`src/hdl/atr_pkg.sv`:
```
// ----------------------------------------------------------------------------
// atr_pkg: shared types and constants for the ATR parser
// Control/status structs, byte class codes and the TA1 Fi/Di tables.
// ----------------------------------------------------------------------------
`timescale 1ns / 1ps
`default_nettype none

package atr_pkg;

  // Byte classes reported on each result word
  localparam logic [3:0] KIND_TS   = 4'd0;
  localparam logic [3:0] KIND_T0   = 4'd1;
  localparam logic [3:0] KIND_TA   = 4'd2;
  localparam logic [3:0] KIND_TB   = 4'd3;
  localparam logic [3:0] KIND_TC   = 4'd4;
  localparam logic [3:0] KIND_TD   = 4'd5;
  localparam logic [3:0] KIND_HIST = 4'd6;
  localparam logic [3:0] KIND_TCK  = 4'd7;
  localparam logic [3:0] KIND_IGN  = 4'd8;

  // Parse status
  localparam logic [1:0] ST_OK        = 2'd0;
  localparam logic [1:0] ST_SHORT     = 2'd1;
  localparam logic [1:0] ST_BAD_TS    = 2'd2;
  localparam logic [1:0] ST_TRUNCATED = 2'd3;

  // Checksum state
  localparam logic [1:0] CK_NONE     = 2'd0;
  localparam logic [1:0] CK_MATCH    = 2'd1;
  localparam logic [1:0] CK_MISMATCH = 2'd2;
  localparam logic [1:0] CK_MISSING  = 2'd3;

  localparam logic [7:0] TS_DIRECT  = 8'h3B;
  localparam logic [7:0] TS_INVERSE = 8'h3F;

  localparam logic [4:0] PROTO_NONE = 5'd16;

  // Baud numerator and divider geometry
  localparam logic [21:0] BAUD_NUM  = 22'd3750000;
  localparam int          DVD_W     = 28;  // 3750000 * 64 < 2**28
  localparam int          DIV_STEPS = DVD_W;
  localparam int          FI_W      = 12;
  localparam int          DI_W      = 7;
  localparam int          BAUD_W    = 20;

  typedef struct packed {
    logic step;       // input word accepted this edge
    logic div_start;  // launch baud division
    logic emit;       // load result register
  } atr_cmd_t;

  typedef struct packed {
    logic div_req;    // TA1 decoded, baud must be computed
    logic div_done;   // quotient valid this cycle
  } atr_sts_t;

  function automatic logic [FI_W-1:0] fi_lookup(input logic [3:0] code);
    logic [FI_W-1:0] f;
    unique case (code)
      4'd0, 4'd1: f = 12'd372;
      4'd2:       f = 12'd558;
      4'd3:       f = 12'd744;
      4'd4:       f = 12'd1116;
      4'd5:       f = 12'd1488;
      4'd6:       f = 12'd1860;
      4'd9:       f = 12'd512;
      4'd10:      f = 12'd768;
      4'd11:      f = 12'd1024;
      4'd12:      f = 12'd1536;
      4'd13:      f = 12'd2048;
      default:    f = 12'd0;
    endcase
    return f;
  endfunction

  function automatic logic [DI_W-1:0] di_lookup(input logic [3:0] code);
    logic [DI_W-1:0] d;
    unique case (code)
      4'd1:    d = 7'd1;
      4'd2:    d = 7'd2;
      4'd3:    d = 7'd4;
      4'd4:    d = 7'd8;
      4'd5:    d = 7'd16;
      4'd6:    d = 7'd32;
      4'd7:    d = 7'd64;
      4'd8:    d = 7'd12;
      4'd9:    d = 7'd20;
      default: d = 7'd0;
    endcase
    return d;
  endfunction

endpackage

`default_nettype wire

```
`src/hdl/atr_div.sv`:
```
// ----------------------------------------------------------------------------
// atr_div: restoring divider for the baud rate
// One quotient bit per cycle; dividend and quotient share a shift register.
// ----------------------------------------------------------------------------
`timescale 1ns / 1ps
`default_nettype none

module atr_div (
  input  wire logic                         clk,
  input  wire logic                         rst_n,
  input  wire logic                         start,
  input  wire logic [atr_pkg::DVD_W-1:0]    dividend,
  input  wire logic [atr_pkg::FI_W-1:0]     divisor,
  output logic                              done,
  output logic [atr_pkg::BAUD_W-1:0]        quotient
);
  import atr_pkg::*;

  localparam int CNT_W = $clog2(DIV_STEPS);

  logic             busy_r;
  logic [CNT_W-1:0] cnt_r;
  logic [FI_W-1:0]  rem_r, rem_nxt;
  logic [DVD_W-1:0] quo_r, quo_nxt;
  logic [FI_W:0]    trial;
  logic             ge;

  always_comb begin
    trial   = {rem_r, quo_r[DVD_W-1]};
    ge      = trial >= {1'b0, divisor};
    rem_nxt = ge ? FI_W'(trial - {1'b0, divisor}) : trial[FI_W-1:0];
    quo_nxt = {quo_r[DVD_W-2:0], ge};
  end

  assign done     = busy_r && (cnt_r == '0);
  assign quotient = quo_nxt[BAUD_W-1:0];

  always_ff @(posedge clk) begin
    if (!rst_n) begin
      busy_r <= 1'b0;
      cnt_r  <= '0;
    end else if (start) begin
      busy_r <= 1'b1;
      cnt_r  <= CNT_W'(DIV_STEPS - 1);
    end else if (busy_r) begin
      if (cnt_r == '0) busy_r <= 1'b0;
      else cnt_r <= cnt_r - 1'b1;
    end
  end

  always_ff @(posedge clk) begin
    if (start) begin
      rem_r <= '0;
      quo_r <= dividend;
    end else if (busy_r) begin
      rem_r <= rem_nxt;
      quo_r <= quo_nxt;
    end
  end

  a_done_pulse: assert property (@(posedge clk) disable iff (!rst_n)
    done |=> !done)
    else $error("divider done held longer than one cycle");

endmodule

`default_nettype wire

```
`src/hdl/atr_ctrl.sv`:
```
// ----------------------------------------------------------------------------
// atr_ctrl: sequencer for the ATR parser
// Accepts a word, optionally runs the baud division, then loads the result.
// ----------------------------------------------------------------------------
`timescale 1ns / 1ps
`default_nettype none

module atr_ctrl (
  input  wire logic              clk,
  input  wire logic              rst_n,
  input  wire logic              in_valid,
  output logic                   in_ready,
  output logic                   out_valid,
  input  wire logic              out_ready,
  output atr_pkg::atr_cmd_t      cmd,
  input  wire atr_pkg::atr_sts_t sts
);
  import atr_pkg::*;

  typedef enum logic [1:0] {S_IDLE, S_CHECK, S_DIV, S_OUT} state_t;

  state_t state_r;
  logic   out_valid_r;
  logic   out_free;

  always_comb begin
    in_ready      = (state_r == S_IDLE);
    out_free      = !out_valid_r || out_ready;
    cmd.step      = in_valid && in_ready;
    cmd.div_start = (state_r == S_CHECK) && sts.div_req;
    cmd.emit      = (state_r == S_OUT) && out_free;
  end

  assign out_valid = out_valid_r;

  always_ff @(posedge clk) begin
    if (!rst_n) begin
      state_r     <= S_IDLE;
      out_valid_r <= 1'b0;
    end else begin
      if (cmd.emit) out_valid_r <= 1'b1;
      else if (out_ready) out_valid_r <= 1'b0;
      unique case (state_r)
        S_IDLE:  if (cmd.step) state_r <= S_CHECK;
        S_CHECK: state_r <= sts.div_req ? S_DIV : S_OUT;
        S_DIV:   if (sts.div_done) state_r <= S_OUT;
        S_OUT:   if (out_free) state_r <= S_IDLE;
        default: state_r <= S_IDLE;
      endcase
    end
  end

  a_one_at_a_time: assert property (@(posedge clk) disable iff (!rst_n)
    cmd.step |=> !in_ready)
    else $error("second word accepted while one is in flight");

  a_done_in_div: assert property (@(posedge clk) disable iff (!rst_n)
    sts.div_done |-> (state_r == S_DIV))
    else $error("divider finished outside the divide state");

  a_emit_after_step: assert property (@(posedge clk) disable iff (!rst_n)
    cmd.emit |-> !$past(cmd.step))
    else $error("result loaded in the cycle right after accept");

endmodule

`default_nettype wire

```
`src/hdl/atr_dp.sv`:
```
// ----------------------------------------------------------------------------
// atr_dp: ATR parse datapath
// Parse state, byte classification, baud divider and the result register.
// ----------------------------------------------------------------------------
`timescale 1ns / 1ps
`default_nettype none

module atr_dp (
  input  wire logic                        clk,
  input  wire logic                        rst_n,
  input  wire atr_pkg::atr_cmd_t           cmd,
  output atr_pkg::atr_sts_t                sts,
  input  wire logic [7:0]                  in_atr_byte,
  input  wire logic                        in_is_last,
  output logic [3:0]                       out_byte_kind,
  output logic                             out_done_res,
  output logic [1:0]                       out_status,
  output logic [atr_pkg::FI_W-1:0]         out_clock_rate_factor,
  output logic [atr_pkg::DI_W-1:0]         out_bit_rate_factor,
  output logic [atr_pkg::BAUD_W-1:0]       out_baud_rate,
  output logic [7:0]                       out_guard_time,
  output logic [7:0]                       out_waiting_time,
  output logic [2:0]                       out_prog_voltage,
  output logic [4:0]                       out_prog_current,
  output logic [15:0]                      out_protocol_mask,
  output logic [1:0]                       out_checksum_state
);
  import atr_pkg::*;

  typedef enum logic [2:0] {
    PH_TS, PH_T0, PH_IFACE, PH_HIST, PH_TCK, PH_TRAIL, PH_FAILED
  } phase_t;

  phase_t            phase_r, phase_nxt;
  logic [3:0]        pend_r, pend_nxt;
  logic              grp_started_r, grp_started_nxt;
  logic [3:0]        grp_num_r, grp_num_nxt;
  logic [3:0]        hist_r, hist_nxt;
  logic [1:0]        pstat_r, pstat_nxt;
  logic [FI_W-1:0]   fi_r, fi_nxt;
  logic [DI_W-1:0]   di_r, di_nxt;
  logic [BAUD_W-1:0] baud_r;
  logic [7:0]        guard_r, guard_nxt;
  logic [7:0]        wait_r, wait_nxt;
  logic [7:0]        tb1_r, tb1_nxt;
  logic [15:0]       protos_r, protos_nxt;
  logic [4:0]        first_r, first_nxt;
  logic [7:0]        xor_r, xor_nxt;
  logic [1:0]        tck_r, tck_nxt;
  logic              div_req_r, div_req_nxt;
  logic [3:0]        kind_r, kind_nxt;
  logic              last_r;
  logic              clear;

  logic [DVD_W-1:0]  dividend;
  logic              div_done;
  logic [BAUD_W-1:0] quotient;
  logic [3:0]        proto;

  logic [1:0]        fin_status;
  logic [1:0]        fin_ck;
  logic              fin_report;

  function automatic phase_t after_hist(input logic [4:0] fp);
    return ((fp != PROTO_NONE) && (fp != 5'd0)) ? PH_TCK : PH_TRAIL;
  endfunction

  // Per-byte parse step
  always_comb begin
    phase_nxt       = phase_r;
    pend_nxt        = pend_r;
    grp_started_nxt = grp_started_r;
    grp_num_nxt     = grp_num_r;
    hist_nxt        = hist_r;
    pstat_nxt       = pstat_r;
    fi_nxt          = fi_r;
    di_nxt          = di_r;
    guard_nxt       = guard_r;
    wait_nxt        = wait_r;
    tb1_nxt         = tb1_r;
    protos_nxt      = protos_r;
    first_nxt       = first_r;
    xor_nxt         = xor_r;
    tck_nxt         = tck_r;
    div_req_nxt     = 1'b0;
    kind_nxt        = KIND_IGN;
    proto           = in_atr_byte[3:0];

    unique case (phase_r)
      PH_TS: begin
        kind_nxt = KIND_TS;
        if (in_atr_byte == TS_DIRECT || in_atr_byte == TS_INVERSE) begin
          phase_nxt = PH_T0;
        end else begin
          pstat_nxt = ST_BAD_TS;
          phase_nxt = PH_FAILED;
        end
        if (in_is_last) pstat_nxt = ST_SHORT;
      end
      PH_T0: begin
        kind_nxt        = KIND_T0;
        xor_nxt         = xor_r ^ in_atr_byte;
        hist_nxt        = in_atr_byte[3:0];
        pend_nxt        = in_atr_byte[7:4];
        grp_started_nxt = 1'b0;
        if (pend_nxt != 4'd0) phase_nxt = PH_IFACE;
        else if (hist_nxt != 4'd0) phase_nxt = PH_HIST;
        else phase_nxt = after_hist(first_r);
      end
      PH_IFACE: begin
        xor_nxt = xor_r ^ in_atr_byte;
        if (pend_r[0]) begin
          kind_nxt        = KIND_TA;
          pend_nxt        = pend_r & 4'hE;
          grp_started_nxt = 1'b1;
          if (grp_num_r == 4'd1) begin
            fi_nxt      = fi_lookup(in_atr_byte[7:4]);
            di_nxt      = di_lookup(in_atr_byte[3:0]);
            div_req_nxt = (fi_nxt != '0) && (di_nxt != '0);
          end
        end else if (pend_r[1]) begin
          kind_nxt        = KIND_TB;
          pend_nxt        = pend_r & 4'hC;
          grp_started_nxt = 1'b1;
          if (grp_num_r == 4'd1) tb1_nxt = in_atr_byte;
        end else if (pend_r[2]) begin
          kind_nxt        = KIND_TC;
          pend_nxt        = pend_r & 4'h8;
          grp_started_nxt = 1'b1;
          if (grp_num_r == 4'd1) guard_nxt = in_atr_byte;
          else if (grp_num_r == 4'd2) wait_nxt = in_atr_byte;
        end else begin
          kind_nxt   = KIND_TD;
          protos_nxt = protos_r | (16'd1 << proto);
          if (first_r == PROTO_NONE) first_nxt = {1'b0, proto};
          if (grp_num_r != 4'd15) grp_num_nxt = grp_num_r + 4'd1;
          pend_nxt        = in_atr_byte[7:4];
          grp_started_nxt = 1'b0;
        end
        if (pend_nxt == 4'd0) begin
          if (hist_r != 4'd0) phase_nxt = PH_HIST;
          else phase_nxt = after_hist(first_nxt);
        end
      end
      PH_HIST: begin
        kind_nxt = KIND_HIST;
        xor_nxt  = xor_r ^ in_atr_byte;
        hist_nxt = hist_r - 4'd1;
        if (hist_nxt == 4'd0) phase_nxt = after_hist(first_r);
      end
      PH_TCK: begin
        kind_nxt  = KIND_TCK;
        tck_nxt   = (in_atr_byte == xor_r) ? CK_MATCH : CK_MISMATCH;
        phase_nxt = PH_TRAIL;
      end
      default: kind_nxt = KIND_IGN;
    endcase
  end

  // Summary as reported on the last byte
  always_comb begin
    fin_status = pstat_r;
    if (pstat_r == ST_OK && phase_r == PH_IFACE && grp_started_r && pend_r != 4'd0)
      fin_status = ST_TRUNCATED;
    if ((first_r == PROTO_NONE) || (first_r == 5'd0)) fin_ck = CK_NONE;
    else if (tck_r == CK_NONE) fin_ck = CK_MISSING;
    else fin_ck = tck_r;
  end

  assign fin_report   = last_r && (fin_status == ST_OK);
  assign dividend     = DVD_W'(BAUD_NUM) * DVD_W'(di_r);
  assign clear        = cmd.emit && last_r;
  assign sts.div_req  = div_req_r;
  assign sts.div_done = div_done;

  atr_div u_div (
    .clk      (clk),
    .rst_n    (rst_n),
    .start    (cmd.div_start),
    .dividend (dividend),
    .divisor  (fi_r),
    .done     (div_done),
    .quotient (quotient)
  );

  always_ff @(posedge clk) begin
    if (!rst_n || clear) begin
      phase_r       <= PH_TS;
      pend_r        <= '0;
      grp_started_r <= 1'b0;
      grp_num_r     <= 4'd1;
      hist_r        <= '0;
      pstat_r       <= ST_OK;
      fi_r          <= '0;
      di_r          <= '0;
      baud_r        <= '0;
      guard_r       <= '0;
      wait_r        <= '0;
      tb1_r         <= '0;
      protos_r      <= '0;
      first_r       <= PROTO_NONE;
      xor_r         <= '0;
      tck_r         <= CK_NONE;
      div_req_r     <= 1'b0;
    end else begin
      if (cmd.step) begin
        phase_r       <= phase_nxt;
        pend_r        <= pend_nxt;
        grp_started_r <= grp_started_nxt;
        grp_num_r     <= grp_num_nxt;
        hist_r        <= hist_nxt;
        pstat_r       <= pstat_nxt;
        fi_r          <= fi_nxt;
        di_r          <= di_nxt;
        guard_r       <= guard_nxt;
        wait_r        <= wait_nxt;
        tb1_r         <= tb1_nxt;
        protos_r      <= protos_nxt;
        first_r       <= first_nxt;
        xor_r         <= xor_nxt;
        tck_r         <= tck_nxt;
        div_req_r     <= div_req_nxt;
      end else if (cmd.div_start) begin
        div_req_r <= 1'b0;
      end
      if (div_done) baud_r <= quotient;
    end
  end

  // Word context and result register; summary fields only on a clean last word
  always_ff @(posedge clk) begin
    if (cmd.step) begin
      kind_r <= kind_nxt;
      last_r <= in_is_last;
    end
    if (cmd.emit) begin
      out_byte_kind         <= kind_r;
      out_done_res          <= last_r;
      out_status            <= last_r ? fin_status : ST_OK;
      out_clock_rate_factor <= fin_report ? fi_r : '0;
      out_bit_rate_factor   <= fin_report ? di_r : '0;
      out_baud_rate         <= fin_report ? baud_r : '0;
      out_guard_time        <= fin_report ? guard_r : '0;
      out_waiting_time      <= fin_report ? wait_r : '0;
      out_prog_voltage      <= fin_report ? tb1_r[7:5] : '0;
      out_prog_current      <= fin_report ? tb1_r[4:0] : '0;
      out_protocol_mask     <= fin_report ? protos_r : '0;
      out_checksum_state    <= fin_report ? fin_ck : CK_NONE;
    end
  end

  a_baud_needs_ta1: assert property (@(posedge clk) disable iff (!rst_n)
    (baud_r != '0) |-> (fi_r != '0 && di_r != '0))
    else $error("baud set without a valid TA1");

endmodule

`default_nettype wire

```
`src/hdl/smartcard_atr_parser.sv`:
```
// ----------------------------------------------------------------------------
// smartcard_atr_parser: streaming ISO 7816-3 answer-to-reset parser
// Classifies each ATR byte and reports the decoded summary on the last byte.
// ----------------------------------------------------------------------------
//
//  channel  direction  ports
//  -------  ---------  -----------------------------------------------------
//  in       sink       in_valid/in_ready, in_atr_byte, in_is_last
//  out      source     out_valid/out_ready, out_byte_kind ... out_checksum_state
//
//  One word is processed at a time; each accepted word yields one result word.
//  A word passes through the accept, check and load states; the result register
//  is loaded once it is free, and the next word can be taken after that.
//  A TA1 with known Fi and Di adds a divide state in which the restoring
//  divider forms baud = 3750000*Di/Fi before the result is loaded.
//  The result register lets the next word be accepted while a result waits.
//  Reset is synchronous, active low; after a last word the parse state returns
//  to reset so the next word is the TS of a new ATR.
//
`timescale 1ns / 1ps
`default_nettype none

module smartcard_atr_parser (
  input  wire logic        clk,
  input  wire logic        rst_n,
  input  wire logic        in_valid,
  output logic             in_ready,
  input  wire logic [7:0]  in_atr_byte,
  input  wire logic        in_is_last,
  output logic             out_valid,
  input  wire logic        out_ready,
  output logic [3:0]       out_byte_kind,
  output logic             out_done_res,
  output logic [1:0]       out_status,
  output logic [11:0]      out_clock_rate_factor,
  output logic [6:0]       out_bit_rate_factor,
  output logic [19:0]      out_baud_rate,
  output logic [7:0]       out_guard_time,
  output logic [7:0]       out_waiting_time,
  output logic [2:0]       out_prog_voltage,
  output logic [4:0]       out_prog_current,
  output logic [15:0]      out_protocol_mask,
  output logic [1:0]       out_checksum_state
);
  import atr_pkg::*;

  // Commands from the sequencer, status back from the datapath
  atr_cmd_t cmd;
  atr_sts_t sts;

  atr_ctrl u_ctrl (
    .clk       (clk),
    .rst_n     (rst_n),
    .in_valid  (in_valid),
    .in_ready  (in_ready),
    .out_valid (out_valid),
    .out_ready (out_ready),
    .cmd       (cmd),
    .sts       (sts)
  );

  // Parse state, TA1 tables, baud divider and the result register
  atr_dp u_dp (
    .clk                   (clk),
    .rst_n                 (rst_n),
    .cmd                   (cmd),
    .sts                   (sts),
    .in_atr_byte           (in_atr_byte),
    .in_is_last            (in_is_last),
    .out_byte_kind         (out_byte_kind),
    .out_done_res          (out_done_res),
    .out_status            (out_status),
    .out_clock_rate_factor (out_clock_rate_factor),
    .out_bit_rate_factor   (out_bit_rate_factor),
    .out_baud_rate         (out_baud_rate),
    .out_guard_time        (out_guard_time),
    .out_waiting_time      (out_waiting_time),
    .out_prog_voltage      (out_prog_voltage),
    .out_prog_current      (out_prog_current),
    .out_protocol_mask     (out_protocol_mask),
    .out_checksum_state    (out_checksum_state)
  );

endmodule

`default_nettype wire
```
`config.mk`:
```
export PLATFORM = sky130hd
export DESIGN_NAME = smartcard_atr_parser
export DESIGN_NICKNAME = d
export VERILOG_FILES = /design/src/hdl/atr_pkg.sv /design/src/hdl/atr_div.sv /design/src/hdl/atr_ctrl.sv /design/src/hdl/atr_dp.sv /design/src/hdl/smartcard_atr_parser.sv
export SDC_FILE = /design/constraint.sdc
export NUM_CORES = 1
export LEC_CHECK = 0
export ABC_CLOCK_PERIOD_IN_PS = 5410
export BUFFER_PORTS_ARGS = -buffer_cell sky130_fd_sc_hd__buf_2
export CELL_PAD_IN_SITES_DETAIL_PLACEMENT = 1
export CELL_PAD_IN_SITES_GLOBAL_PLACEMENT = 2
export CORE_AREA = 2 2 275 141
export DETAILED_ROUTE_END_ITERATION = 12
export DIE_AREA = 0 0 277 143
export PLACE_DENSITY = 0.76
export SYNTH_ARGS = -nofsm -noshare
export SYNTH_HDL_FRONTEND = slang
export SYNTH_SLANG_ARGS = --single-unit
export TNS_END_PERCENT = 1
```
`constraint.sdc`:
```
create_clock -name clk -period 5.41 [get_ports clk]
set_input_delay 0.541 -clock clk [delete_from_list [all_inputs] [get_ports clk]]
set_output_delay 0.541 -clock clk [all_outputs]
set_load 0.02 [all_outputs]
```
==> results of run 1 <==
## sequential cells by signal, indices dropped and copies added (netlist names), 11 cells and up, named ones only
signal                      count
u_dp.u_div.quo_r               28
u_dp.out_clock_rate_factor     11
u_dp.protos_r                  16
u_dp.baud_r                    20
u_dp.fi_r                      11
u_dp.u_div.rem_r               12
u_dp.out_protocol_mask         16
u_dp.out_baud_rate             20
## Yosys cell counts, types with 4 or more instances
cell,count,area (µm²)
sky130_fd_sc_hd__nor2_1,143,537
sky130_fd_sc_hd__mux2i_1,38,380
sky130_fd_sc_hd__buf_4,4,30.0
sky130_fd_sc_hd__xnor2_1,20,175
sky130_fd_sc_hd__nor3_1,26,130
sky130_fd_sc_hd__edfxtp_1,116,3480
sky130_fd_sc_hd__o21a_1,6,45.0
sky130_fd_sc_hd__a211oi_1,8,60.1
sky130_fd_sc_hd__inv_1,79,297
sky130_fd_sc_hd__a31oi_1,14,87.6
sky130_fd_sc_hd__or4_1,4,30.0
sky130_fd_sc_hd__nand2_1,94,353
sky130_fd_sc_hd__xor2_1,31,272
sky130_fd_sc_hd__o21ai_0,55,275
sky130_fd_sc_hd__clkbuf_1,56,210
sky130_fd_sc_hd__dfxtp_1,137,2740
sky130_fd_sc_hd__nor4_1,12,75.1
sky130_fd_sc_hd__nand3_1,45,225
sky130_fd_sc_hd__nor3b_1,5,37.5
sky130_fd_sc_hd__nor2b_1,16,100
sky130_fd_sc_hd__nand4b_1,4,35.0
sky130_fd_sc_hd__buf_1,6,22.5
sky130_fd_sc_hd__o211ai_1,7,52.6
sky130_fd_sc_hd__nand4_1,9,56.3
sky130_fd_sc_hd__and2_1,81,507
sky130_fd_sc_hd__a21boi_0,8,60.1
sky130_fd_sc_hd__a21o_1,13,97.6
sky130_fd_sc_hd__and3_1,7,43.8
sky130_fd_sc_hd__a21oi_1,102,510
sky130_fd_sc_hd__ha_1,82,1030
sky130_fd_sc_hd__fa_1,17,340
sky130_fd_sc_hd__nand2b_1,17,106
## final cells by class
class,count,area [µm²],area share (%)
well taps,494,618,4.20
inverters,79,297,2.02
clock inverters,10,115,0.783
repair buffers,109,566,3.85
multi-input cells,918,6140,41.8
clock buffers,37,743,5.05
flip-flops and latches,253,6230,42.3
## worst paths after layout
| kind | to | slack (ps) | depth (start not counted) |
|---|---|---|---|
| max | u_dp.u_div.quo_r[25]$_DFFE_PP_ | 920 | 14 |
| min | u_dp.last_r$_DFFE_PP_ | 200 | 1 |
| max reg2reg | u_dp.u_div.quo_r[25]$_DFFE_PP_ | 920 | 14 |
| min reg2reg | u_dp.out_byte_kind[2]$_DFFE_PP_ | 420 | 0 |
## stage by stage
| step | setup WS (ps) | cells | power, mW |
|---|---|---|---|
| final | 917 | 1900 | 5.06 |
| after global routing | 666 | 1900 | 5.31 |
| after CTS | 967 | 1900 | 5.12 |
| after detailed placement | 973 | 1853 | 3.27 |
| after global placement | 1050 | 1853 | 3.24 |
| after floorplan | 1320 | 1317 | 2.98 |
## report_power, final
group          total (mW)  internal [mW]  switching [mW]
Combinational       0.932          0.297           0.636
Sequential           2.30           2.17           0.123
Clock                1.83           1.06           0.774
Total                5.06           3.52            1.53
## per-layer routing
| metal | GRT usage [%] | vias up | wire length (µm) |
|---|---|---|---|
| met1 | 21.9 | 4764 | 16100 |
| met2 | 29.7 | 96 | 16300 |
| met4 | 3.75 | 0 | 566 |
| met3 | 2.70 | 39 | 840 |
| li1 | - | 4713 | - |
| met5 | 0 | - | 0 |
## cells by family (layout without fill, tap and decap cells)
kind of cell | Yosys count | count (layout)
DFF | 253 | 253
adders and majority gates | 99 | 99
and+or+nand+nor | 483 | 483
xor gates and xnor gates | 51 | 51
other | 1 | 1
AOI/OAI and AO/OA | 245 | 245
muxes | 39 | 39
buffers and inverters | 146 | 235
## worst max-delay path, stage by stage, from the launching register on
cell and delay [ps]:
sky130_fd_sc_hd__dfxtp_1 530, sky130_fd_sc_hd__ha_1 300, sky130_fd_sc_hd__ha_1 280, sky130_fd_sc_hd__inv_1 50, sky130_fd_sc_hd__fa_1 590, sky130_fd_sc_hd__inv_1 80
sky130_fd_sc_hd__ha_1 300, sky130_fd_sc_hd__ha_1 370, sky130_fd_sc_hd__nand4_1 120, sky130_fd_sc_hd__o211ai_1 160, sky130_fd_sc_hd__a2111oi_0 880, sky130_fd_sc_hd__nand4b_1 210
sky130_fd_sc_hd__o211ai_1 110, sky130_fd_sc_hd__xnor2_1 150, sky130_fd_sc_hd__o21ai_0 80
==> impl_metrics.sql, run 1 <==
INSERT INTO impl_metrics (metric_group, metric, value, unit) VALUES
('logic_synthesis', 'asyncSetResetFlopFracSynth', '0', '%'),
('logic_synthesis', 'share_of_cell_area_taken_by_muxes_after_synthesis', '3.12', '%'),
('global_routing', 'first_global_vias', '9898', ''),
('setup_path', 'worst_ep_arrival_time', '4760', 'ps'),
('setup_path', 'worst_ep_required_time', '5680', 'ps'),
('logic_synthesis', 'synthesis.area', '12900', 'µm²'),
('drt', 'routedWlPerCell', '17.8', 'µm'),
('logic_synthesis', 'synth_sequential_area_ratio', '48.2', '%'),
('sta', 'timing.final.max_slew_violations', '0', ''),
('sta', 'max_clock_freq', '223', 'MHz'),
('sta', 'clock_skew', '12.6', 'ps'),
('drt', 'detailed_route_wl', '33800', 'µm'),
('global_routing', 'maximum_number_of_pins_on_one_net_before_global_route_repair', '68', ''),
('drt', 'viasPerCell', '5.06', ''),
('clock_network', 'ctsRootBufferMaster', 'sky130_fd_sc_hd__clkbuf_16', ''),
('hold_path', 'worstHoldStart', 'in_is_last', ''),
('setup_path', 'critPathCaptureType', 'flip-flop', ''),
('sta', 'hold_slack_final', '203', 'ps'),
('logic_synthesis', 'synth_enable_flop_cells', '116', ''),
('logic_synthesis', 'yosysWarnings', '0', ''),
('logic_synthesis', 'synth-simple-area-share', '18.7', '%'),
('floorplanning', 'initial_utilization', '34.8', '%'),
('floorplanning', 'die-width', '277', 'µm'),
('status', 'status', 'complete, no violations', ''),
('drt', 'num_vias', '9612', ''),
('global_routing', 'track_usage', '16.9', '%'),
('drt', 'initial_drt_markers', '396', ''),
('final_layout', 'layout-drive-gt1-share', '11.8', '%'),
('floorplanning', 'die_height', '143', 'µm'),
('power', 'pwr_density_cell', '344', 'nW/µm²'),
('final_layout', 'fin_nets', '1499', ''),
('setup_path', 'crit-reg2reg-launch', 'u_dp.di_r[4]$_SDFFE_PP0P_', ''),
('sta', 'timing.final.setup_violations', '0', ''),
('clock_network', 'clk-insertion-delay-late', '550', 'ps'),
('setup_path', 'path_class', 'reg2reg', ''),
('drt', 'post-route-drc-count', '0', ''),
('sta', 'unrepaired_setup_endpoints_after_global_routing', 'false', ''),
('final_layout', 'layout_common_cells', '142 x sky130_fd_sc_hd__nor2_1, 137 x sky130_fd_sc_hd__dfxtp_1, 116 x sky130_fd_sc_hd__edfxtp_1', ''),
('clock_network', 'ctsLongestPathBuffers', '3', ''),
('final_layout', 'final_common_cell', 'sky130_fd_sc_hd__nor2_1', ''),
('clock_network', 'cts_tree', 'done', ''),
('logic_synthesis', 'post_synth_fa_ha_maj_area_fraction', '10.6', '%'),
('floorplanning', 'fp.dieArea', '39600', 'µm²'),
('final_layout', 'final_util', '39.7', '%'),
('final_layout', 'num-fill-cells', '4188', ''),
('global_routing', 'global_route_wire_length_before_repair', '53700', 'µm'),
('floorplanning', 'core-area', '37000', 'µm²'),
('logic_synthesis', 'ys_ff_latch', '253', ''),
('global_routing', 'grt_antenna_before_repair', '0', ''),
('logic_synthesis', 'synth_xor_area_share', '3.46', '%'),
('clock_network', 'cts_buffers', '26', ''),
('sta', 'min_period', '4490', 'ps'),
('logic_synthesis', 'syn_avg_cell_area', '9.80', 'µm²'),
('sta', 'timing.setup.tns', '0', 'ps'),
('logic_synthesis', 'syn-num-nets', '1429', ''),
('placed_design', 'globalplace.congestion', '0.836', ''),
('setup_path', 'crit_path_max_fanout', '7', ''),
('power', 'static-leakage-power', '5.85', 'nW'),
('logic_synthesis', 'synth_compound_gate_area_share', '11.5', '%'),
('power', 'ir_drop_worst_vdd', '188', 'µV'),
('setup_path', 'worst_setup_path_start_kind', 'flip-flop', ''),
('clock_network', 'clk_pin_slew', '70', 'ps'),
('setup_path', 'crit_path_start', 'u_dp.di_r[4]$_SDFFE_PP0P_', ''),
('drt', 'drt_pre_antenna_iters', '4', ''),
('placed_design', 'total_cell_area_at_the_placement_stage', '13800', 'µm²'),
('clock_network', 'cts_hold_buf', '0', ''),
('final_layout', 'stdcell_area', '14700', 'µm²'),
('sta', 'final_cycle_share', '83.1', '%'),
('final_layout', 'antenna_cells', '0', ''),
('job', 'max_cap_viol_count', '0', ''),
('clock_network', 'ctsHtreeMaxLevel', '1', '');
Power figures use the tool's default switching activity.
==> run 2, diff against run 1 <==
--- a/config.mk
+++ b/config.mk
@@ -5,14 +5,15 @@
 export SDC_FILE = /design/constraint.sdc
 export NUM_CORES = 1
 export LEC_CHECK = 0
-export ABC_CLOCK_PERIOD_IN_PS = 5410
+export ABC_AREA = 1
+export ABC_CLOCK_PERIOD_IN_PS = 3900
 export BUFFER_PORTS_ARGS = -buffer_cell sky130_fd_sc_hd__buf_2
 export CELL_PAD_IN_SITES_DETAIL_PLACEMENT = 1
 export CELL_PAD_IN_SITES_GLOBAL_PLACEMENT = 2
-export CORE_AREA = 2 2 275 141
+export CORE_AREA = 2 2 284 146
 export DETAILED_ROUTE_END_ITERATION = 12
-export DIE_AREA = 0 0 277 143
-export PLACE_DENSITY = 0.76
+export DIE_AREA = 0 0 286 148
+export PLACE_DENSITY = 0.75
 export SYNTH_ARGS = -nofsm -noshare
 export SYNTH_HDL_FRONTEND = slang
 export SYNTH_SLANG_ARGS = --single-unit
==> constraint.sdc (replaced) <==
create_clock -name clk -period 3.9 [get_ports clk]
set_input_delay 0.39 -clock clk [delete_from_list [all_inputs] [get_ports clk]]
set_output_delay 0.39 -clock clk [all_outputs]
set_load 0.02 [all_outputs]
==> impl_metrics.sql, run 2 <==
INSERT INTO impl_metrics (metric_group, metric, value, unit) VALUES
('setup_path', 'worst_setup_path_start_kind', 'flip-flop', ''),
('logic_synthesis', 'post_syn_instances', '1532', ''),
('power', 'ir_drop_worst_vdd', '340', 'µV'),
('power', 'pwr-share-comb', '21.4', '%'),
('global_routing', 'maximum_number_of_pins_on_one_net_before_global_route_repair', '57', ''),
('power', 'internal-power', '5.28', 'mW'),
('clock_network', 'clk_pin_slew', '70', 'ps'),
('drt', 'num_vias', '10900', ''),
('global_routing', 'global_route.usage.met2', '26.0', '%'),
('logic_synthesis', 'syn-num-nets', '1644', ''),
('global_routing', 'grt-ovfl-total', '0', ''),
('clock_network', 'cts_tree', 'done', ''),
('setup_path', 'worst_ep_required_time', '4210', 'ps'),
('floorplanning', 'die-width', '286', 'µm'),
('setup_path', 'cp_slowest_cell', 'sky130_fd_sc_hd__fa_1', ''),
('setup_path', 'crit_path_max_fanout', '4', ''),
('final_layout', 'multi_input_comb_area', '5760', 'µm²'),
('final_layout', 'layout-drive-gt1-share', '15.4', '%'),
('final_layout', 'area.sequential', '6230', 'µm²'),
('global_routing', 'grtUsageMet3', '5.23', '%'),
('setup_path', 'worstPathCellList', 'ha_1, ha_1, inv_1, fa_1, inv_1, ha_1, ha_1, nand2_1, nand2_1, nand2_1, o211ai_1, buf_4, o21ai_2, buf_4, nand2_1', ''),
('floorplanning', 'fp.dieArea', '42300', 'µm²'),
('clock_network', 'cts_buffers', '26', ''),
('logic_synthesis', 'ys_top_cells_by_count', '245 x sky130_fd_sc_hd__inv_1, 213 x sky130_fd_sc_hd__nand2_1, 193 x sky130_fd_sc_hd__nor2_1', ''),
('clock_network', 'cts_hold_buf', '0', ''),
('global_routing', 'global_route_wire_length_before_repair', '66100', 'µm'),
('sta', 'unrepaired_setup_endpoints_after_global_routing', 'true', ''),
('setup_path', 'timing.critical_path.slowest_cell_delay', '590', 'ps'),
('sta', 'timing_worst_slew_pin_value', '970', 'ps'),
('logic_synthesis', 'yosysWarnings', '0', ''),
('drt', 'viasPerCell', '4.89', ''),
('logic_synthesis', 'share_of_cell_area_taken_by_muxes_after_synthesis', '0', '%'),
('sta', 'max_clock_freq', '261', 'MHz'),
('status', 'status', 'complete, no violations', ''),
('logic_synthesis', 'ys_ff_latch', '253', ''),
('final_layout', 'antenna_cells', '0', ''),
('global_routing', 'grt_antenna_before_repair', '0', ''),
('sta', 'timing.final.max_slew_violations', '0', ''),
('floorplanning', 'die_height', '148', 'µm'),
('setup_path', 'worst_ep_arrival_time', '4130', 'ps'),
('setup_path', 'critPathCaptureType', 'flip-flop', ''),
('power', 'post-layout-total-power', '7.78', 'mW'),
('placed_design', 'detailed_place_hpwl', '33600', 'µm'),
('final_layout', 'final_common_cell', 'sky130_fd_sc_hd__inv_1', ''),
('logic_synthesis', 'synth_top_cell_by_area', 'sky130_fd_sc_hd__edfxtp_1', ''),
('global_routing', 'track_usage', '20.4', '%'),
('logic_synthesis', 'synthesis.area', '13000', 'µm²'),
('job', 'max_cap_viol_count', '0', ''),
('logic_synthesis', 'synthTopCellsByArea', 'sky130_fd_sc_hd__edfxtp_1 27%, sky130_fd_sc_hd__dfxtp_1 21%, sky130_fd_sc_hd__ha_1 7.9%, sky130_fd_sc_hd__inv_1 7.1%, sky130_fd_sc_hd__nand2_1 6.2%', ''),
('drt', 'antenna_left', '0', ''),
('logic_synthesis', 'synth_compound_gate_area_share', '13.6', '%'),
('global_routing', 'first_global_vias', '10900', ''),
('final_layout', 'fin_nets', '1788', ''),
('logic_synthesis', 'asyncSetResetFlopFracSynth', '0', '%'),
('floorplanning', 'placement_rows', '52', ''),
('sta', 'timing.final.setup_violations', '0', ''),
('sta', 'final_cycle_share', '98.1', '%'),
('global_routing', 'gr_util_met1', '33.8', '%'),
('logic_synthesis', 'synth_enable_flop_cells', '116', ''),
('drt', 'initial_drt_markers', '691', ''),
('placed_design', 'globalplace.congestion', '0.938', ''),
('logic_synthesis', 'synth_sequential_area_ratio', '48.0', '%'),
('logic_synthesis', 'yosys.cell_count.top_type', 'sky130_fd_sc_hd__inv_1', ''),
('power', 'share_clk_of_total_power', '37.6', '%'),
('power', 'switching_share', '32.0', '%'),
('final_layout', 'largest_register_ffs', '28', ''),
('drt', 'post-route-drc-count', '0', ''),
('placed_design', 'port-buffer-count', '101', ''),
('sta', 'clock_skew', '12.3', 'ps'),
('logic_synthesis', 'synth_top_family_by_area', 'simple AND/OR/NAND/NOR gates', ''),
('final_layout', 'max_flop_register', 'u_dp.u_div.quo_r', ''),
('logic_synthesis', 'post_synth_fa_ha_maj_area_fraction', '10.5', '%'),
('power', 'sequentialPowerShare', '41.0', '%'),
('hold_path', 'worst_hold_path_type', 'in2reg', ''),
('sta', 'hold_slack_final', '30.0', 'ps'),
('power', 'switching_power', '2.49', 'mW'),
('clock_network', 'ctsRootBufferMaster', 'sky130_fd_sc_hd__clkbuf_16', ''),
('global_routing', 'gr-max-usage-layer', 'met1', ''),
('floorplanning', 'initial_utilization', '32.6', '%'),
('floorplanning', 'core-area', '39800', 'µm²'),
('final_layout', 'top_regs', 'u_dp.u_div.quo_r (28), u_dp.baud_r (20), u_dp.out_baud_rate (20)', ''),
('logic_synthesis', 'yosysUniqueCellTypes', '51', ''),
('logic_synthesis', 'synth-simple-area-share', '17.5', '%'),
('drt', 'detailed_route_wl', '43400', 'µm'),
('drt', 'routedWlPerCell', '19.4', 'µm'),
('final_layout', 'syn2layout_area_growth', '20.3', '%'),
('logic_synthesis', 'synth_xor_area_share', '1.48', '%'),
('power', 'pwr_density_cell', '498', 'nW/µm²'),
('logic_synthesis', 'yosys_most_used_dff', 'sky130_fd_sc_hd__dfxtp_1', ''),
('final_layout', 'num-fill-cells', '4764', ''),
('setup_path', 'path_class', 'reg2reg', ''),
('clock_network', 'ctsLongestPathBuffers', '3', ''),
('clock_network', 'ctsHtreeMaxLevel', '1', ''),
('logic_synthesis', 'synth.top_cell.area_share', '26.8', '%'),
('drt', 'drt_pre_antenna_iters', '5', ''),
('sta', 'final-hold-violation-count', '0', ''),
('power', 'static-leakage-power', '6.70', 'nW'),
('clock_network', 'cts_sinks', '253', ''),
('sta', 'min_period', '3820', 'ps'),
('logic_synthesis', 'syn_avg_cell_area', '8.47', 'µm²'),
('final_layout', 'layout_common_cells', '244 x sky130_fd_sc_hd__inv_1, 208 x sky130_fd_sc_hd__nand2_1, 187 x sky130_fd_sc_hd__nor2_1', ''),
('sta', 'slew-limit-headroom', '34.8', '%'),
('floorplanning', 'boundaryPins', '103', ''),
('clock_network', 'clk-insertion-delay-late', '560', 'ps');
==> run 2: cell count changes in the layout (fill, tap and decap cells not counted), moves of 15 or more <==
cell	change
sky130_fd_sc_hd__nand2_1	+115
sky130_fd_sc_hd__buf_4	+51
sky130_fd_sc_hd__nor2b_1	-15
sky130_fd_sc_hd__nor2_1	+45
sky130_fd_sc_hd__xnor2_1	-16
sky130_fd_sc_hd__mux2i_1	-38
sky130_fd_sc_hd__inv_1	+165
sky130_fd_sc_hd__nand2b_1	-17
sky130_fd_sc_hd__a21oi_1	+41
sky130_fd_sc_hd__nand3_1	+18
sky130_fd_sc_hd__and2_1	-81
sky130_fd_sc_hd__o21ai_0	+78
==> run 2: power groups by stage <==
stage	clock network, mW	registers (mW)	logic, mW
2_1_floorplan	0	3.34	0.984
3_3_place_gp	0	3.23	1.63
3_5_place_dp	0	3.24	1.66
4_1_cts	3.00	3.19	1.67
5_1_grt	3.09	3.21	1.86
6_report	2.92	3.19	1.67
==> run 2: worst max-delay path, delay by kind of cell (launching register included) <==
| kind | cells | cell delay [ps] |
|---|---|---|
| buffers and inverters | 4 | 490 |
| flip-flops | 1 | 360 |
| AO/OA/AOI/OAI | 2 | 390 |
| adder cells (fa/ha/maj) | 5 | 1910 |
| AND/OR/NAND/NOR | 4 | 420 |
==> run 2: repair_timing <==
action	CTS	global route
buffers inserted	0	1
resized for setup	6	36
cloned	0	0
pin swaps	0	5
endpoints found under the setup margin	6	16
==> run 2: cell type report <==
| cell class | instances | share of cell area (%) |
|---|---|---|
| Sequential cell | 253 | 39.9 |
| Multi-Input combinational cell | 983 | 36.9 |
| Timing Repair Buffer | 163 | 6.40 |
| Inverter | 249 | 6.03 |
| Clock buffer | 36 | 5.21 |
| Tap cell | 540 | 4.33 |
| Clock inverter | 12 | 1.23 |
==> run 2: final timing paths <==
path	end	start	cells past startpoint	slack, ps
worst min-delay path	u_dp.last_r$_DFFE_PP_	in_is_last	1	30
worst max-delay path	u_dp.u_div.quo_r[14]$_DFFE_PP_	u_dp.di_r[4]$_SDFFE_PP0P_	15	80
worst min register to register	u_dp.out_byte_kind[1]$_DFFE_PP_	u_dp.kind_r[1]$_DFFE_PP_	0	430
worst max register to register	u_dp.u_div.quo_r[14]$_DFFE_PP_	u_dp.di_r[4]$_SDFFE_PP0P_	15	80
==> run 2: cell families after synthesis <==
group,Yosys count
buffers and inverters,296
adders and majority gates,99
DFF,253
other,1
AOI/OAI and AO/OA,331
and+or+nand+nor,530
xor gates and xnor gates,22
==> run 2: layer usage <==
layer	part of all wire [%]	vias up	routed length, µm
li1	-	5347	-
met4	1.1	0	472
met2	36	205	15600
met3	6.4	31	2790
met5	0	-	0
met1	57	5351	24600
==> run 2: stage by stage <==
step | std cells | instance area [µm²] | setup WS [ps] | TNS [ps] | util (%)
3_3_place_gp | 2187 | 14500 | -46.6 | -46.6 | 36.3
5_1_grt | 2236 | 15600 | -72.0 | -304 | 39.2
6_report | 2236 | 15600 | 75.9 | 0 | 39.2
3_5_place_dp | 2187 | 14500 | -65.3 | -78.6 | 36.3
2_1_floorplan | 1532 | 13000 | 333 | 0 | -
4_1_cts | 2235 | 15500 | 48.6 | 0 | 38.8
==> run 3, diff against run 2 <==
--- a/config.mk
+++ b/config.mk
@@ -10,10 +10,10 @@
 export BUFFER_PORTS_ARGS = -buffer_cell sky130_fd_sc_hd__buf_2
 export CELL_PAD_IN_SITES_DETAIL_PLACEMENT = 1
 export CELL_PAD_IN_SITES_GLOBAL_PLACEMENT = 2
-export CORE_AREA = 2 2 284 146
+export CORE_AREA = 2 2 326 167
 export DETAILED_ROUTE_END_ITERATION = 12
-export DIE_AREA = 0 0 286 148
-export PLACE_DENSITY = 0.75
+export DIE_AREA = 0 0 328 169
+export PLACE_DENSITY = 0.59
 export SYNTH_ARGS = -nofsm -noshare
 export SYNTH_HDL_FRONTEND = slang
 export SYNTH_SLANG_ARGS = --single-unit
==> impl_metrics.sql, run 3 (synthesized netlist as in run 2, its figures left out) <==
INSERT INTO impl_metrics (metric_group, metric, value, unit) VALUES
('setup_path', 'worstSetupPathDepth', '15', ''),
('job', 'max_cap_viol_count', '0', ''),
('sta', 'final-hold-violation-count', '0', ''),
('clock_network', 'clk_pin_slew', '60', 'ps'),
('setup_path', 'worst_setup_path_start_kind', 'flip-flop', ''),
('final_layout', 'fin_nets', '1788', ''),
('setup_path', 'cpMostUsedCell', 'sky130_fd_sc_hd__nand2_1', ''),
('clock_network', 'ctsRootBufferMaster', 'sky130_fd_sc_hd__clkbuf_16', ''),
('setup_path', 'worst-path-buf-inv', '2', ''),
('setup_path', 'cell_depth_of_the_worst_flop_to_flop_path', '15', ''),
('setup_path', 'worstPathCellList', 'fa_1, ha_1, ha_1, fa_1, ha_4, buf_4, nand2_1, nor2_1, inv_1, nor3_1, nand3_1, nand3_1, nand2_1, nand2_1, o21ai_0', ''),
('drt', 'routedWlPerCell', '19.3', 'µm'),
('setup_path', 'crit_path_start', 'u_dp.di_r[4]$_SDFFE_PP0P_', ''),
('setup_path', 'worst_ep_required_time', '4200', 'ps'),
('final_layout', 'top_regs', 'u_dp.u_div.quo_r (28), u_dp.baud_r (20), u_dp.out_baud_rate (20)', ''),
('drt', 'num_vias', '10800', ''),
('final_layout', 'layout_common_cells', '244 x sky130_fd_sc_hd__inv_1, 208 x sky130_fd_sc_hd__nand2_1, 189 x sky130_fd_sc_hd__nor2_1', ''),
('hold_path', 'worst_hold_path_type', 'in2reg', ''),
('drt', 'post-route-drc-count', '0', ''),
('power', 'ir_drop_worst_vdd', '280', 'µV'),
('floorplanning', 'initial_utilization', '24.6', '%'),
('drt', 'wirelength_met1', '28000', 'µm'),
('drt', 'wl_met2', '15700', 'µm'),
('drt', 'drt_pre_antenna_iters', '5', ''),
('sta', 'timing.final.max_slew_violations', '0', ''),
('floorplanning', 'placement_rows', '60', ''),
('clock_network', 'clk-insertion-delay-late', '560', 'ps'),
('sta', 'min_period', '3760', 'ps'),
('setup_path', 'crit_path_max_fanout', '4', ''),
('sta', 'unrepaired_setup_endpoints_after_global_routing', 'true', ''),
('power', 'post-layout-total-power', '7.57', 'mW'),
('global_routing', 'track_usage', '16.7', '%'),
('final_layout', 'final_cells', '2409', ''),
('drt', 'met3_length', '2330', 'µm'),
('sta', 'max_clock_freq', '266', 'MHz'),
('power', 'pwr_density_cell', '483', 'nW/µm²'),
('clock_network', 'ctsLongestPathBuffers', '3', ''),
('global_routing', 'grt_antenna_before_repair', '1', ''),
('final_layout', 'max_flop_register', 'u_dp.u_div.quo_r', ''),
('drt', 'initial_drt_markers', '729', ''),
('status', 'status', 'complete, no violations', ''),
('floorplanning', 'boundaryPins', '103', ''),
('sta', 'final_cycle_share', '96.3', '%'),
('floorplanning', 'die-width', '328', 'µm'),
('drt', 'antenna_left', '0', ''),
('placed_design', 'total_cell_area_at_the_placement_stage', '14700', 'µm²'),
('setup_path', 'crit-reg2reg-launch', 'u_dp.di_r[4]$_SDFFE_PP0P_', ''),
('sta', 'clock_skew', '12.1', 'ps'),
('sta', 'slew-limit-headroom', '30.8', '%'),
('setup_path', 'timing.critical_path.slowest_cell_delay', '580', 'ps'),
('drt', 'highest_layer', 'met4', ''),
('drt', 'detailed_route_wl', '46600', 'µm'),
('final_layout', 'layout-drive-gt1-share', '14.7', '%'),
('setup_path', 'timing.critical_path.to', 'u_dp.u_div.quo_r[23]$_DFFE_PP_', ''),
('power', 'static-leakage-power', '6.61', 'nW'),
('floorplanning', 'die_height', '169', 'µm'),
('setup_path', 'critPathCaptureType', 'flip-flop', ''),
('global_routing', 'grt-ovfl-total', '0', ''),
('floorplanning', 'fp.dieArea', '55400', 'µm²'),
('sta', 'timing.final.setup_violations', '0', ''),
('drt', 'viasPerCell', '4.48', ''),
('global_routing', 'maximum_number_of_pins_on_one_net_before_global_route_repair', '56', ''),
('final_layout', 'stdcell_area', '15700', 'µm²'),
('final_layout', 'antenna_cells', '0', ''),
('setup_path', 'cp_slowest_cell', 'sky130_fd_sc_hd__fa_1', ''),
('setup_path', 'path_class', 'reg2reg', ''),
('clock_network', 'cts_buffers', '27', ''),
('setup_path', 'reg2reg_setup_slack', '140', 'ps'),
('placed_design', 'globalplace.congestion', '0.902', ''),
('global_routing', 'first_global_vias', '11000', ''),
('clock_network', 'cts_tree', 'done', '');
==> run 3: cell types whose count changed in the layout (fill, tap and decap cells not counted), moves of 2 or more <==
cell	delta
sky130_fd_sc_hd__ha_4	-3
sky130_fd_sc_hd__clkbuf_8	-3
sky130_fd_sc_hd__nor2_2	-2
sky130_fd_sc_hd__clkinv_4	-2
sky130_fd_sc_hd__buf_12	+2
sky130_fd_sc_hd__buf_4	-2
sky130_fd_sc_hd__nand3_1	+5
sky130_fd_sc_hd__clkinv_2	+4
sky130_fd_sc_hd__ha_2	+2
sky130_fd_sc_hd__nor2_1	+2
sky130_fd_sc_hd__clkbuf_1	+6
sky130_fd_sc_hd__o21ai_0	-2
sky130_fd_sc_hd__nand3_2	-4
sky130_fd_sc_hd__clkbuf_16	-3
==> run 3: layer usage <==
| metal | up-vias | GRT usage, % |
|---|---|---|
| met5 | - | 0 |
| met4 | 0 | 2.19 |
| met3 | 40 | 3.54 |
| met2 | 164 | 20.0 |
| met1 | 5263 | 29.1 |
| li1 | 5337 | - |
==> run 3: worst min path at each step <==
| stage | startpoint | end | slack, ps |
|---|---|---|---|
| final | in_is_last | u_dp.last_r$_DFFE_PP_ | 40 |
| after CTS | in_is_last | u_dp.last_r$_DFFE_PP_ | 10 |
| after detailed placement | u_dp.kind_r[1]$_DFFE_PP_ | u_dp.out_byte_kind[1]$_DFFE_PP_ | 440 |
| after global routing | in_is_last | u_dp.last_r$_DFFE_PP_ | 30 |
| after floorplan | u_dp.kind_r[0]$_DFFE_PP_ | u_dp.out_byte_kind[0]$_DFFE_PP_ | 400 |
| after global placement | u_dp.kind_r[3]$_DFFE_PP_ | u_dp.out_byte_kind[3]$_DFFE_PP_ | 440 |
==> run 3: stage by stage <==
step / hold slack [ps] / setup TNS [ps] / setup WS (ps) / util, %
floorplan: 400 / 0 / 333 / -
global route: 28.1 / -67.0 / -32.2 / 29.7
CTS: 11.1 / 0 / 2.42 / 29.5
global placement: 445 / -75.2 / -32.2 / 27.8
detailed placement: 440 / -256 / -62.5 / 27.8
finish: 42.8 / 0 / 144 / 29.7
==> run 3: area by class of cell <==
| type | instances | area (µm²) |
|---|---|---|
| Timing Repair Buffer | 162 | 1010 |
| Clock inverter | 13 | 161 |
| Inverter | 249 | 942 |
| Tap cell | 713 | 892 |
| Clock buffer | 36 | 719 |
| Sequential cell | 253 | 6230 |
| Multi-Input combinational cell | 983 | 5710 |
| Fill cell | 6208 | 37100 |
==> run 3: repair_timing <==
item,CTS,global route
gates resized for setup,6,32
hold buffers,0,0
buffers inserted,0,1
pin swaps,0,2
endpoints found under the setup margin,8,15
==> run 3: where the power goes <==
part / switching, mW / internal (mW)
Clock: 1.14 / 1.55
Sequential: 0.142 / 3.05
Combinational: 1.24 / 0.451
